**config.mk**
```make
export PLATFORM = sky130hd
export DESIGN_NAME = textured_tile_pixel_shader_unit
export DESIGN_NICKNAME = d
export VERILOG_FILES = /design/src/hdl/tts_pkg.sv /design/src/hdl/tts_ram.sv /design/src/hdl/tts_coord.sv /design/src/hdl/tts_shade.sv /design/src/hdl/textured_tile_pixel_shader_unit.sv
export SDC_FILE = /design/constraint.sdc
export NUM_CORES = 2
export LEC_CHECK = 0
export ABC_CLOCK_PERIOD_IN_PS = 10430
export BUFFER_PORTS_ARGS = -buffer_cell sky130_fd_sc_hd__buf_4
export CORE_MARGIN = 5
export CORE_UTILIZATION = 45
export DETAILED_ROUTE_END_ITERATION = 8
export GPL_ROUTABILITY_DRIVEN = 0
export PLACE_DENSITY = 0.61
export SYNTH_ARGS = -nofsm -noshare
export SYNTH_HDL_FRONTEND = slang
export SYNTH_SLANG_ARGS = --single-unit
```
**constraint.sdc**
```tcl
create_clock -name clk -period 10.43 [get_ports clk]
set_input_delay 1.5645 -clock clk [delete_from_list [all_inputs] [get_ports clk]]
set_output_delay 1.5645 -clock clk [all_outputs]
set_load 0.05 [all_outputs]
```
**src/hdl/tts_pkg.sv**
```systemverilog
package tts_pkg;

	// request command codes
	typedef enum logic [1:0] {
		CMD_SHADE    = 2'd0,
		CMD_LOAD_TEX = 2'd1,
		CMD_LOAD_PAL = 2'd2
	} cmd_t;

	// brightness modifier fix-up
	localparam logic [7:0] MOD_THRESH = 8'd128;
	localparam logic [7:0] MOD_SUBST  = 8'd196;

	// request fields carried alongside the coordinate divider:
	// cmd, table_index, table_value, palette index, palette out of range
	localparam int SIDE_W = 2 + 8 + 24 + 4 + 1;

	// load strobes for the shading stages
	typedef struct packed {
		logic ld_prod;
		logic ld_out;
	} shd_ctrl_t;

endpackage

```
**src/hdl/tts_ram.sv**
```systemverilog
module tts_ram #(
	parameter int WIDTH = 8,
	parameter int DEPTH = 256
) (
	input  logic                                   clk,
	input  logic                                   we,
	input  logic [(DEPTH > 1 ? $clog2(DEPTH) : 1)-1:0] waddr,
	input  logic [WIDTH-1:0]                       wdata,
	input  logic                                   re,
	input  logic [(DEPTH > 1 ? $clog2(DEPTH) : 1)-1:0] raddr,
	output logic [WIDTH-1:0]                       rdata
);

	logic [WIDTH-1:0] mem [DEPTH];
	logic [WIDTH-1:0] rdata_q;

	always_ff @(posedge clk) begin
		if (we) begin
			mem[waddr] <= wdata;
		end
		if (re) begin
			rdata_q <= mem[raddr];
		end
	end

	assign rdata = rdata_q;

endmodule

```
**src/hdl/tts_coord.sv**
```systemverilog
module tts_coord #(
	parameter int TEX_SIZE = 16,
	parameter int SW       = 1
) (
	input  logic                                       clk,
	// ld[0] captures the request, ld[j] loads divider stage j
	input  logic [(TEX_SIZE > 1 ? $clog2(TEX_SIZE) : 1):0] ld,
	input  logic [7:0]                                 col_offset,
	input  logic [7:0]                                 row_offset,
	input  logic [8:0]                                 tile_width,
	input  logic [8:0]                                 tile_height,
	input  logic [SW-1:0]                              side_in,
	output logic [(TEX_SIZE > 1 ? $clog2(TEX_SIZE) : 1)-1:0] tex_col,
	output logic [(TEX_SIZE > 1 ? $clog2(TEX_SIZE) : 1)-1:0] tex_row,
	output logic [SW-1:0]                              side_out
);

	localparam int QB = (TEX_SIZE > 1) ? $clog2(TEX_SIZE) : 1;
	localparam int CW = 9 + QB;

	// axis 0 is the column, axis 1 the row
	logic [CW-1:0] rem_s  [2][QB+1];
	logic [8:0]    size_s [2][QB+1];
	logic [QB-1:0] quo_s  [2][QB+1];
	logic          zero_s [2][QB+1];
	logic          over_s [2][QB+1];
	logic [SW-1:0] side_s [QB+1];

	logic [CW-1:0] sub  [2][QB];
	logic          take [2][QB];

	logic [7:0] off_in  [2];
	logic [8:0] size_in [2];

	assign off_in[0]  = col_offset;
	assign off_in[1]  = row_offset;
	assign size_in[0] = tile_width;
	assign size_in[1] = tile_height;

	// restoring division, one quotient bit per stage, msb first
	always_comb begin
		for (int j = 0; j < QB; j++) begin
			for (int a = 0; a < 2; a++) begin
				sub[a][j]  = CW'(size_s[a][j]) << (QB - 1 - j);
				take[a][j] = (rem_s[a][j] >= sub[a][j]);
			end
		end
	end

	// capture: numerator TEX_SIZE*offset, special-case flags
	// then one quotient bit per stage
	always_ff @(posedge clk) begin
		if (ld[0]) begin
			for (int a = 0; a < 2; a++) begin
				rem_s[a][0]  <= CW'(TEX_SIZE) * CW'(off_in[a]);
				size_s[a][0] <= size_in[a];
				quo_s[a][0]  <= '0;
				zero_s[a][0] <= (size_in[a] == 9'd0);
				over_s[a][0] <= ({1'b0, off_in[a]} >= size_in[a]);
			end
			side_s[0] <= side_in;
		end
		for (int j = 0; j < QB; j++) begin
			if (ld[j+1]) begin
				for (int a = 0; a < 2; a++) begin
					rem_s[a][j+1]  <= take[a][j] ? (rem_s[a][j] - sub[a][j]) : rem_s[a][j];
					quo_s[a][j+1]  <= quo_s[a][j]
						| (take[a][j] ? (QB'(1) << (QB - 1 - j)) : '0);
					size_s[a][j+1] <= size_s[a][j];
					zero_s[a][j+1] <= zero_s[a][j];
					over_s[a][j+1] <= over_s[a][j];
				end
				side_s[j+1] <= side_s[j];
			end
		end
	end

	logic [QB-1:0] q_fin [2];

	always_comb begin
		for (int a = 0; a < 2; a++) begin
			if (zero_s[a][QB]) begin
				q_fin[a] = '0;
			end else if (over_s[a][QB]) begin
				q_fin[a] = QB'(TEX_SIZE - 1);
			end else begin
				q_fin[a] = quo_s[a][QB];
			end
		end
	end

	assign tex_col  = q_fin[0];
	assign tex_row  = q_fin[1];
	assign side_out = side_s[QB];

endmodule

```
**src/hdl/tts_shade.sv**
```systemverilog
module tts_shade (
	input  logic               clk,
	input  tts_pkg::shd_ctrl_t ctrl,
	input  logic [7:0]         tex_mod,
	input  logic [23:0]        pal_color,
	input  logic               pal_zero,
	output logic [7:0]         red,
	output logic [7:0]         green,
	output logic [7:0]         blue
);

	logic [7:0]  modf;
	logic [23:0] color;
	logic [15:0] prod_sp [3];
	logic [16:0] sum     [3];
	logic [7:0]  red_q;
	logic [7:0]  green_q;
	logic [7:0]  blue_q;

	always_comb begin
		modf  = (tex_mod < tts_pkg::MOD_THRESH) ? tts_pkg::MOD_SUBST : tex_mod;
		color = pal_zero ? 24'd0 : pal_color;
	end

	always_ff @(posedge clk) begin
		if (ctrl.ld_prod) begin
			prod_sp[0] <= 16'(color[23:16]) * 16'(modf);
			prod_sp[1] <= 16'(color[15:8]) * 16'(modf);
			prod_sp[2] <= 16'(color[7:0]) * 16'(modf);
		end
	end

	// floor(p/255) as (p + (p>>8) + 1) >> 8, exact for products of two 8-bit values
	always_comb begin
		for (int c = 0; c < 3; c++) begin
			sum[c] = 17'(prod_sp[c]) + 17'(prod_sp[c][15:8]) + 17'd1;
		end
	end

	always_ff @(posedge clk) begin
		if (ctrl.ld_out) begin
			red_q   <= sum[0][15:8];
			green_q <= sum[1][15:8];
			blue_q  <= sum[2][15:8];
		end
	end

	assign red   = red_q;
	assign green = green_q;
	assign blue  = blue_q;

endmodule

```
**src/hdl/textured_tile_pixel_shader_unit.sv**
```systemverilog
// stages: request capture, coordinate divider (one quotient bit per stage),
// store access, channel products, output register; loads and shades mix freely
// throughput: one request per cycle unless out_ready stalls the output
// reset: asynchronous, clears the stage valid bits only
// texture and palette stores are not cleared and read undefined until loaded
module textured_tile_pixel_shader_unit #(
	parameter int TEX_SIZE      = 16,
	parameter int PALETTE_DEPTH = 16
) (
	input  logic        clk,
	input  logic        arst_n,
	input  logic        in_valid,
	output logic        in_ready,
	input  logic [1:0]  cmd,
	input  logic [7:0]  table_index,
	input  logic [23:0] table_value,
	input  logic [7:0]  col_offset,
	input  logic [7:0]  row_offset,
	input  logic [8:0]  tile_width,
	input  logic [8:0]  tile_height,
	input  logic [3:0]  outline_color,
	input  logic [3:0]  fill_color,
	output logic        out_valid,
	input  logic        out_ready,
	output logic [7:0]  red,
	output logic [7:0]  green,
	output logic [7:0]  blue
);

	// quotient bits per axis, stage numbering
	localparam int QB  = (TEX_SIZE > 1) ? $clog2(TEX_SIZE) : 1;
	localparam int DS  = QB + 1;      // coordinates ready, stores accessed here
	localparam int NS  = QB + 4;      // output register
	localparam int TEX_ENTRIES = TEX_SIZE * TEX_SIZE;
	localparam int TAW = (TEX_ENTRIES > 1) ? $clog2(TEX_ENTRIES) : 1;
	localparam int PAW = (PALETTE_DEPTH > 1) ? $clog2(PALETTE_DEPTH) : 1;
	localparam int SW  = tts_pkg::SIDE_W;

	// stage valid bits, ready chain, stage loads
	logic [NS:1]   v_q;
	logic [NS+1:1] rdy;
	logic [NS:1]   vsrc;
	logic [NS:1]   ld;

	// request side fields
	logic [3:0]    pal_idx;
	logic          pal_oor;
	logic [SW-1:0] side_in;
	logic [SW-1:0] side_ds;

	// fields at the store access stage
	logic [1:0]    cmd_ds;
	logic [7:0]    tidx_ds;
	logic [23:0]   tval_ds;
	logic [3:0]    pidx_ds;
	logic          poor_ds;
	logic [QB-1:0] tex_col;
	logic [QB-1:0] tex_row;
	logic          shade_ds;

	// store ports
	logic           tex_we;
	logic           pal_we;
	logic           rd_en;
	logic [TAW-1:0] tex_raddr;
	logic [7:0]     tex_rdata;
	logic [23:0]    pal_rdata;

	// palette out-of-range flag lines up with the store read data
	logic pal_zero_sr;

	tts_pkg::shd_ctrl_t shd_ctrl;

	// outline on first row or column, fill elsewhere
	always_comb begin
		pal_idx = ((col_offset == 8'd0) || (row_offset == 8'd0)) ? outline_color : fill_color;
		pal_oor = (32'(pal_idx) >= PALETTE_DEPTH);
		side_in = {cmd, table_index, table_value, pal_idx, pal_oor};
	end

	assign {cmd_ds, tidx_ds, tval_ds, pidx_ds, poor_ds} = side_ds;
	assign shade_ds = (cmd_ds == tts_pkg::CMD_SHADE);

	// a stage takes new data when empty or when its content moves on
	always_comb begin
		rdy[NS+1] = out_ready;
		for (int k = NS; k >= 1; k--) begin
			rdy[k] = !v_q[k] || rdy[k+1];
		end
	end

	// loads and unused codes end at the store stage, only shades go further
	always_comb begin
		vsrc[1] = in_valid;
		for (int k = 2; k <= NS; k++) begin
			vsrc[k] = v_q[k-1];
		end
		vsrc[DS+1] = v_q[DS] && shade_ds;
		ld = vsrc & rdy[NS:1];
	end

	always_ff @(posedge clk or negedge arst_n) begin
		if (!arst_n) begin
			v_q <= '0;
		end else begin
			for (int k = 1; k <= NS; k++) begin
				if (rdy[k]) begin
					v_q[k] <= vsrc[k];
				end
			end
		end
	end

	assign in_ready  = rdy[1];
	assign out_valid = v_q[NS];

	// texture coordinate divider, both axes in lockstep
	tts_coord #(
		.TEX_SIZE (TEX_SIZE),
		.SW       (SW)
	) u_coord (
		.clk         (clk),
		.ld          (ld[DS:1]),
		.col_offset  (col_offset),
		.row_offset  (row_offset),
		.tile_width  (tile_width),
		.tile_height (tile_height),
		.side_in     (side_in),
		.tex_col     (tex_col),
		.tex_row     (tex_row),
		.side_out    (side_ds)
	);

	// all store reads and writes happen at one stage, in request order,
	// so a load always lands before any later shade reads the entry
	always_comb begin
		tex_we = v_q[DS] && rdy[DS+1] && (cmd_ds == tts_pkg::CMD_LOAD_TEX)
			&& (32'(tidx_ds) < TEX_ENTRIES);
		pal_we = v_q[DS] && rdy[DS+1] && (cmd_ds == tts_pkg::CMD_LOAD_PAL)
			&& (32'(tidx_ds) < PALETTE_DEPTH);
		rd_en  = ld[DS+1];
		tex_raddr = TAW'(TAW'(tex_row) * TAW'(TEX_SIZE)) + TAW'(tex_col);
	end

	tts_ram #(
		.WIDTH (8),
		.DEPTH (TEX_ENTRIES)
	) u_tex_ram (
		.clk   (clk),
		.we    (tex_we),
		.waddr (TAW'(tidx_ds)),
		.wdata (tval_ds[7:0]),
		.re    (rd_en),
		.raddr (tex_raddr),
		.rdata (tex_rdata)
	);

	tts_ram #(
		.WIDTH (24),
		.DEPTH (PALETTE_DEPTH)
	) u_pal_ram (
		.clk   (clk),
		.we    (pal_we),
		.waddr (PAW'(tidx_ds)),
		.wdata (tval_ds),
		.re    (rd_en),
		.raddr (PAW'(pidx_ds)),
		.rdata (pal_rdata)
	);

	always_ff @(posedge clk) begin
		if (ld[DS+1]) begin
			pal_zero_sr <= poor_ds;
		end
	end

	// modifier fix-up, channel scaling and output register
	assign shd_ctrl.ld_prod = ld[DS+2];
	assign shd_ctrl.ld_out  = ld[NS];

	tts_shade u_shade (
		.clk       (clk),
		.ctrl      (shd_ctrl),
		.tex_mod   (tex_rdata),
		.pal_color (pal_rdata),
		.pal_zero  (pal_zero_sr),
		.red       (red),
		.green     (green),
		.blue      (blue)
	);

endmodule
```
==> parameters.txt <==
Parameter                              Value

Logic synthesis
  Share of synthesized cell area in full adder, half adder and majority cells ... 4.06%
  Proportion of netlist area held by the largest area contributor ... a little under three quarters
  Synthesized area per cell ... roughly 15 sq um
  Synth Area in XOR/XNOR ... 0.658%
  Count of cell types in the netlist ... 83
  Yosys warnings ... 0
  Syn Inst Count ... between 8,000 and 9,000
  Synth Register Bits ... approximately 2,900
  Cell area after synthesis ... between 0.1 and 0.15 sq mm
  Combinational family with the most area after synthesis ... simple AND/OR/NAND/NOR gates
  Most frequently used flop master after synthesis ... sky130_fd_sc_hd__edfxtp_1
  Cell type with the highest aggregate area in the netlist ... sky130_fd_sc_hd__edfxtp_1
  Post-synth EDFFs ... 2,920
  Mux cell area share after synthesis ... 4.33%
  Simple-gate portion of the synthesized area ... 10.7%
  Sequential area share after synthesis ... 71.7%
  Largest cells by area after synthesis ... sky130_fd_sc_hd__edfxtp_1, sky130_fd_sc_hd__mux4_2, sky130_fd_sc_hd__nand2_1
  Fraction of the mapped netlist area in compound gates ... 5.73%
  Async SR Flop Fraction ... 0.273%
  Mapped Nets ... 8,824

Min path
  Hold path start ... u_coord.quo_s[0][7]
  Hold path cells ... 0
  Hold worst-path end ... u_coord.quo_s[0][3]
  Type of the most critical hold path ... flip-flop to flip-flop

STA
  Total negative setup slack ... 0 ns
  Period utilization ... 58.1%
  Time the worst path needs with I/O delays and setup ... 6.06 ns
  Unrepaired setup endpoints after global routing ... no
  Final hold violation count ... 0
  Maximum achievable frequency ... ~0.17 GHz
  Post-Route Hold Slack ... ~0.40 ns
  Headroom to the max-slew limit ... 3.59%
  Setup ws final ... 4.37 ns
  Number of failing setup endpoints in the final timing report ... 0
  Transition time at the pin with the least slew margin ... 1.44 ns
  Post-route clock skew ... about 0.080 ns
  Max-slew violation count ... 0

Detailed routing
  Average wire length per cell after detail routing ... 26.6 um
  Overall via count from detail_route ... 73,300
  Post-route antenna net violation count ... 0
  Routed wire length ... 327,000 um
  First-pass iteration count of the detailed router ... 7
  Initial drt markers ... 8,695
  Post-route DRC ... 0
  Routed via count divided by cell count ... 5.96

Global routing
  Vias in the first global route ... 71,700
  Antenna violations before repair ... 12
  All-Layer GR Usage ... 22.6%
  Total congestion overflow ... 0
  Wire length of the first global-routing pass ... roughly 480,000 um
  Maximum number of pins on one net before global-route repair ... 191

Layout
  Share of post-route cells with drive strength above 1 ... 11.1%
  Commonest non-fill, non-tap cell in the layout ... sky130_fd_sc_hd__edfxtp_1
  Area growth from synthesis to layout ... 11.9%
  Cell area after layout ... between 0.1 and 0.15 sq mm
  Final core utilization ... 50.6%
  Commonest cells after routing, fill and taps aside ... sky130_fd_sc_hd__edfxtp_1, sky130_fd_sc_hd__nand2_1, sky130_fd_sc_hd__nor2_1, sky130_fd_sc_hd__nor3_1, sky130_fd_sc_hd__a21oi_1
  Net count reported at finish ... between 8,000 and 9,000

Floorplan
  Core Rows ... 191
  Total die area ... 0.283 sq mm
  Initial core utilization ... between 40 and 50%
  Floorplan Core Area ... ~0.27 sq mm
  Horizontal die dimension ... around 530 um
  Die Y ... 532 um
  I/O pin count ... 106

CTS
  Number of setup buffers added after CTS ... 0
  Number of cells upsized or downsized after cts ... 0
  H-tree level count ... 5
  Maximum buffer depth of the clock tree ... 4
  Register clock-pin slew on the reported worst setup and hold paths ... approximately 0.06 ns
  Number of clock sinks seen by CTS ... 2,928
  Clock root buffer ... sky130_fd_sc_hd__clkbuf_16
  Hold buffer count at CTS ... 0
  Number of CTS-inserted buffers ... 312
  Clock tree from TritonCTS ... built
  Clock latency on the worst-skew pair ... 0.87 ns

Worst setup path
  Crit. End Element ... flip-flop
  Startpoint of the most critical register-to-register path ... u_tex_ram.rdata[7]
  Type of origin of the critical path ... flip-flop
  Arrival time worst endpoint ... approximately 6.6 ns
  Largest fanout on the critical path ... 97
  Logic depth of the worst register-to-register path ... 16
  Setup slack, reg-to-reg ... between 4 and 5 ns
  Ordered cell list for the critical path ... buf_4 -> nand2b_1 -> and2_1 -> fa_1 -> fa_1 -> inv_1 -> fa_1 -> fa_1 -> inv_1 -> ha_1 -> o21ai_0 -> a21boi_0 -> o41a_1 -> a41o_1 -> o41ai_1 -> xnor2_1
  Worst R2R End ... u_shade.prod_sp[0][31]
  Largest stage delay on the critical path ... 0.73 ns
  Most numerous cell on the critical path ... sky130_fd_sc_hd__fa_1
  CP max stage cell ... sky130_fd_sc_hd__nand2b_1
  Required time of the critical path ... roughly 11 ns
  Path type of the worst setup path ... flip-flop to flip-flop

Pwr
  Power per standard cell area ... 180 mW/mm^2
  Leakage power ... 46.0 nW
  IR drop worst, VDD ... between 0.0001 and 0.00015 V

Place
  Placement Cell Area ... 0.127 sq mm
  Post-Place Worst Slack ... 4.46 ns
  Post-DP HPWL ... between 150,000 and 200,000 um
  Number of buffers added on ports ... 105

Flow run
  Max-cap violations ... 0

Outcome
  Result of the run ... completed
==> through the flow <==
stage | total power, mW | instances
3_3_place_gp | 14.0 | 11700
2_1_floorplan | 13.8 | 8415
6_report | 24.7 | 12300
3_5_place_dp | 14.0 | 11700
4_1_cts | 24.8 | 12300
5_1_grt | 25.4 | 12300
==> cell families (layout without fill, tap and decap cells) <==
| group | Yosys count | count (layout) |
|---|---|---|
| compound gates | 1081 | 1081 |
| xor+xnor | 92 | 92 |
| fa+ha+maj | 329 | 329 |
| buf+inv | 795 | 1102 |
| flops | 2928 | 2928 |
| mux | 334 | 334 |
| other cells | 0 | 6 |
| simple gates | 2856 | 2856 |
==> routing by layer <==
layer	up-vias	GRT usage, %	wire length, um	part of all wire, %
li1	32000	-	-	-
met1	37300	32.3	136000	42
met2	3465	35.0	150000	46
met3	549	4.61	30900	9.4
met4	6	6.83	10200	3.1
met5	-	0	45	0.014
==> area by class of cell <==
cell class,count,area (sq um)
Fill cell,22600,134000
Sequential cell,2928,87900
Multi-Input combinational cell,4692,31600
Clock buffer,380,8230
Tap cell,3570,4470
Timing Repair Buffer,253,2070
Clock inverter,172,1730
Inverter,297,1110
Antenna cell,6,15.0
==> report_power, final <==
group | switching (mW) | internal, mW | total [mW]
Combinational | 0.487 | 0.297 | 0.785
Clock | 4.51 | 6.41 | 10.9
Sequential | 0.0566 | 12.9 | 13.0
Total | 5.06 | 19.6 | 24.7
==> state kept, by name, indices dropped and copies added, names as in the netlist <==
signal           flops
u_coord.over_s      10
u_coord.quo_s       20
u_coord.rem_s       82
u_coord.side_s     190
u_coord.size_s      72
u_coord.zero_s      10
u_pal_ram.mem      384
u_pal_ram.rdata     24
u_shade.blue         8
u_shade.green        8
u_shade.prod_sp     48
u_shade.red          8
u_tex_ram.mem     2048
u_tex_ram.rdata      8
v_q                  8
==> how the worst max path moves through the flow <==
| stage | from | endpoint | slack, ns | cells past startpoint |
|---|---|---|---|---|
| 2_1_floorplan | u_tex_ram.rdata[7] | u_shade.prod_sp[0][31] | 5.71 | 16 |
| 3_3_place_gp | u_tex_ram.rdata[7] | u_shade.prod_sp[0][31] | 4.46 | 16 |
| 3_5_place_dp | u_tex_ram.rdata[7] | u_shade.prod_sp[0][31] | 4.46 | 16 |
| 4_1_cts | u_tex_ram.rdata[7] | u_shade.prod_sp[0][31] | 4.45 | 16 |
| 5_1_grt | u_tex_ram.rdata[7] | u_shade.prod_sp[0][31] | 4.05 | 16 |
| 6_report | u_tex_ram.rdata[7] | u_shade.prod_sp[0][31] | 4.37 | 16 |
==> worst max-delay path: cells and delay by family, from the launching register on <==
| family | cells | cell delay (ns) |
|---|---|---|
| adder cells (fa/ha/maj) | 5 | 2.23 |
| flip-flops | 1 | 0.32 |
| buffers and inverters | 3 | 0.65 |
| AND/OR/NAND/NOR | 2 | 1.17 |
| XOR/XNOR | 1 | 0.10 |
| AO/OA/AOI/OAI | 5 | 1.28 |
==> Yosys cell counts (all sizes together) (47+ instances only) <==
| master | instances |
|---|---|
| a21oi | 356 |
| a22oi | 50 |
| and3 | 100 |
| buf | 258 |
| clkbuf | 240 |
| edfxtp | 2920 |
| fa | 114 |
| ha | 215 |
| inv | 296 |
| mux2i | 137 |
| mux4 | 152 |
| nand2 | 878 |
| nand3 | 269 |
| nand4 | 58 |
| nor2 | 683 |
| nor2b | 49 |
| nor3 | 536 |
| nor4 | 53 |
| o211ai | 47 |
| o21ai | 188 |
| o221ai | 73 |
| o311ai | 53 |
| or3 | 83 |
| xnor2 | 72 |
No activity file was read; power rests on OpenSTA's default activity.
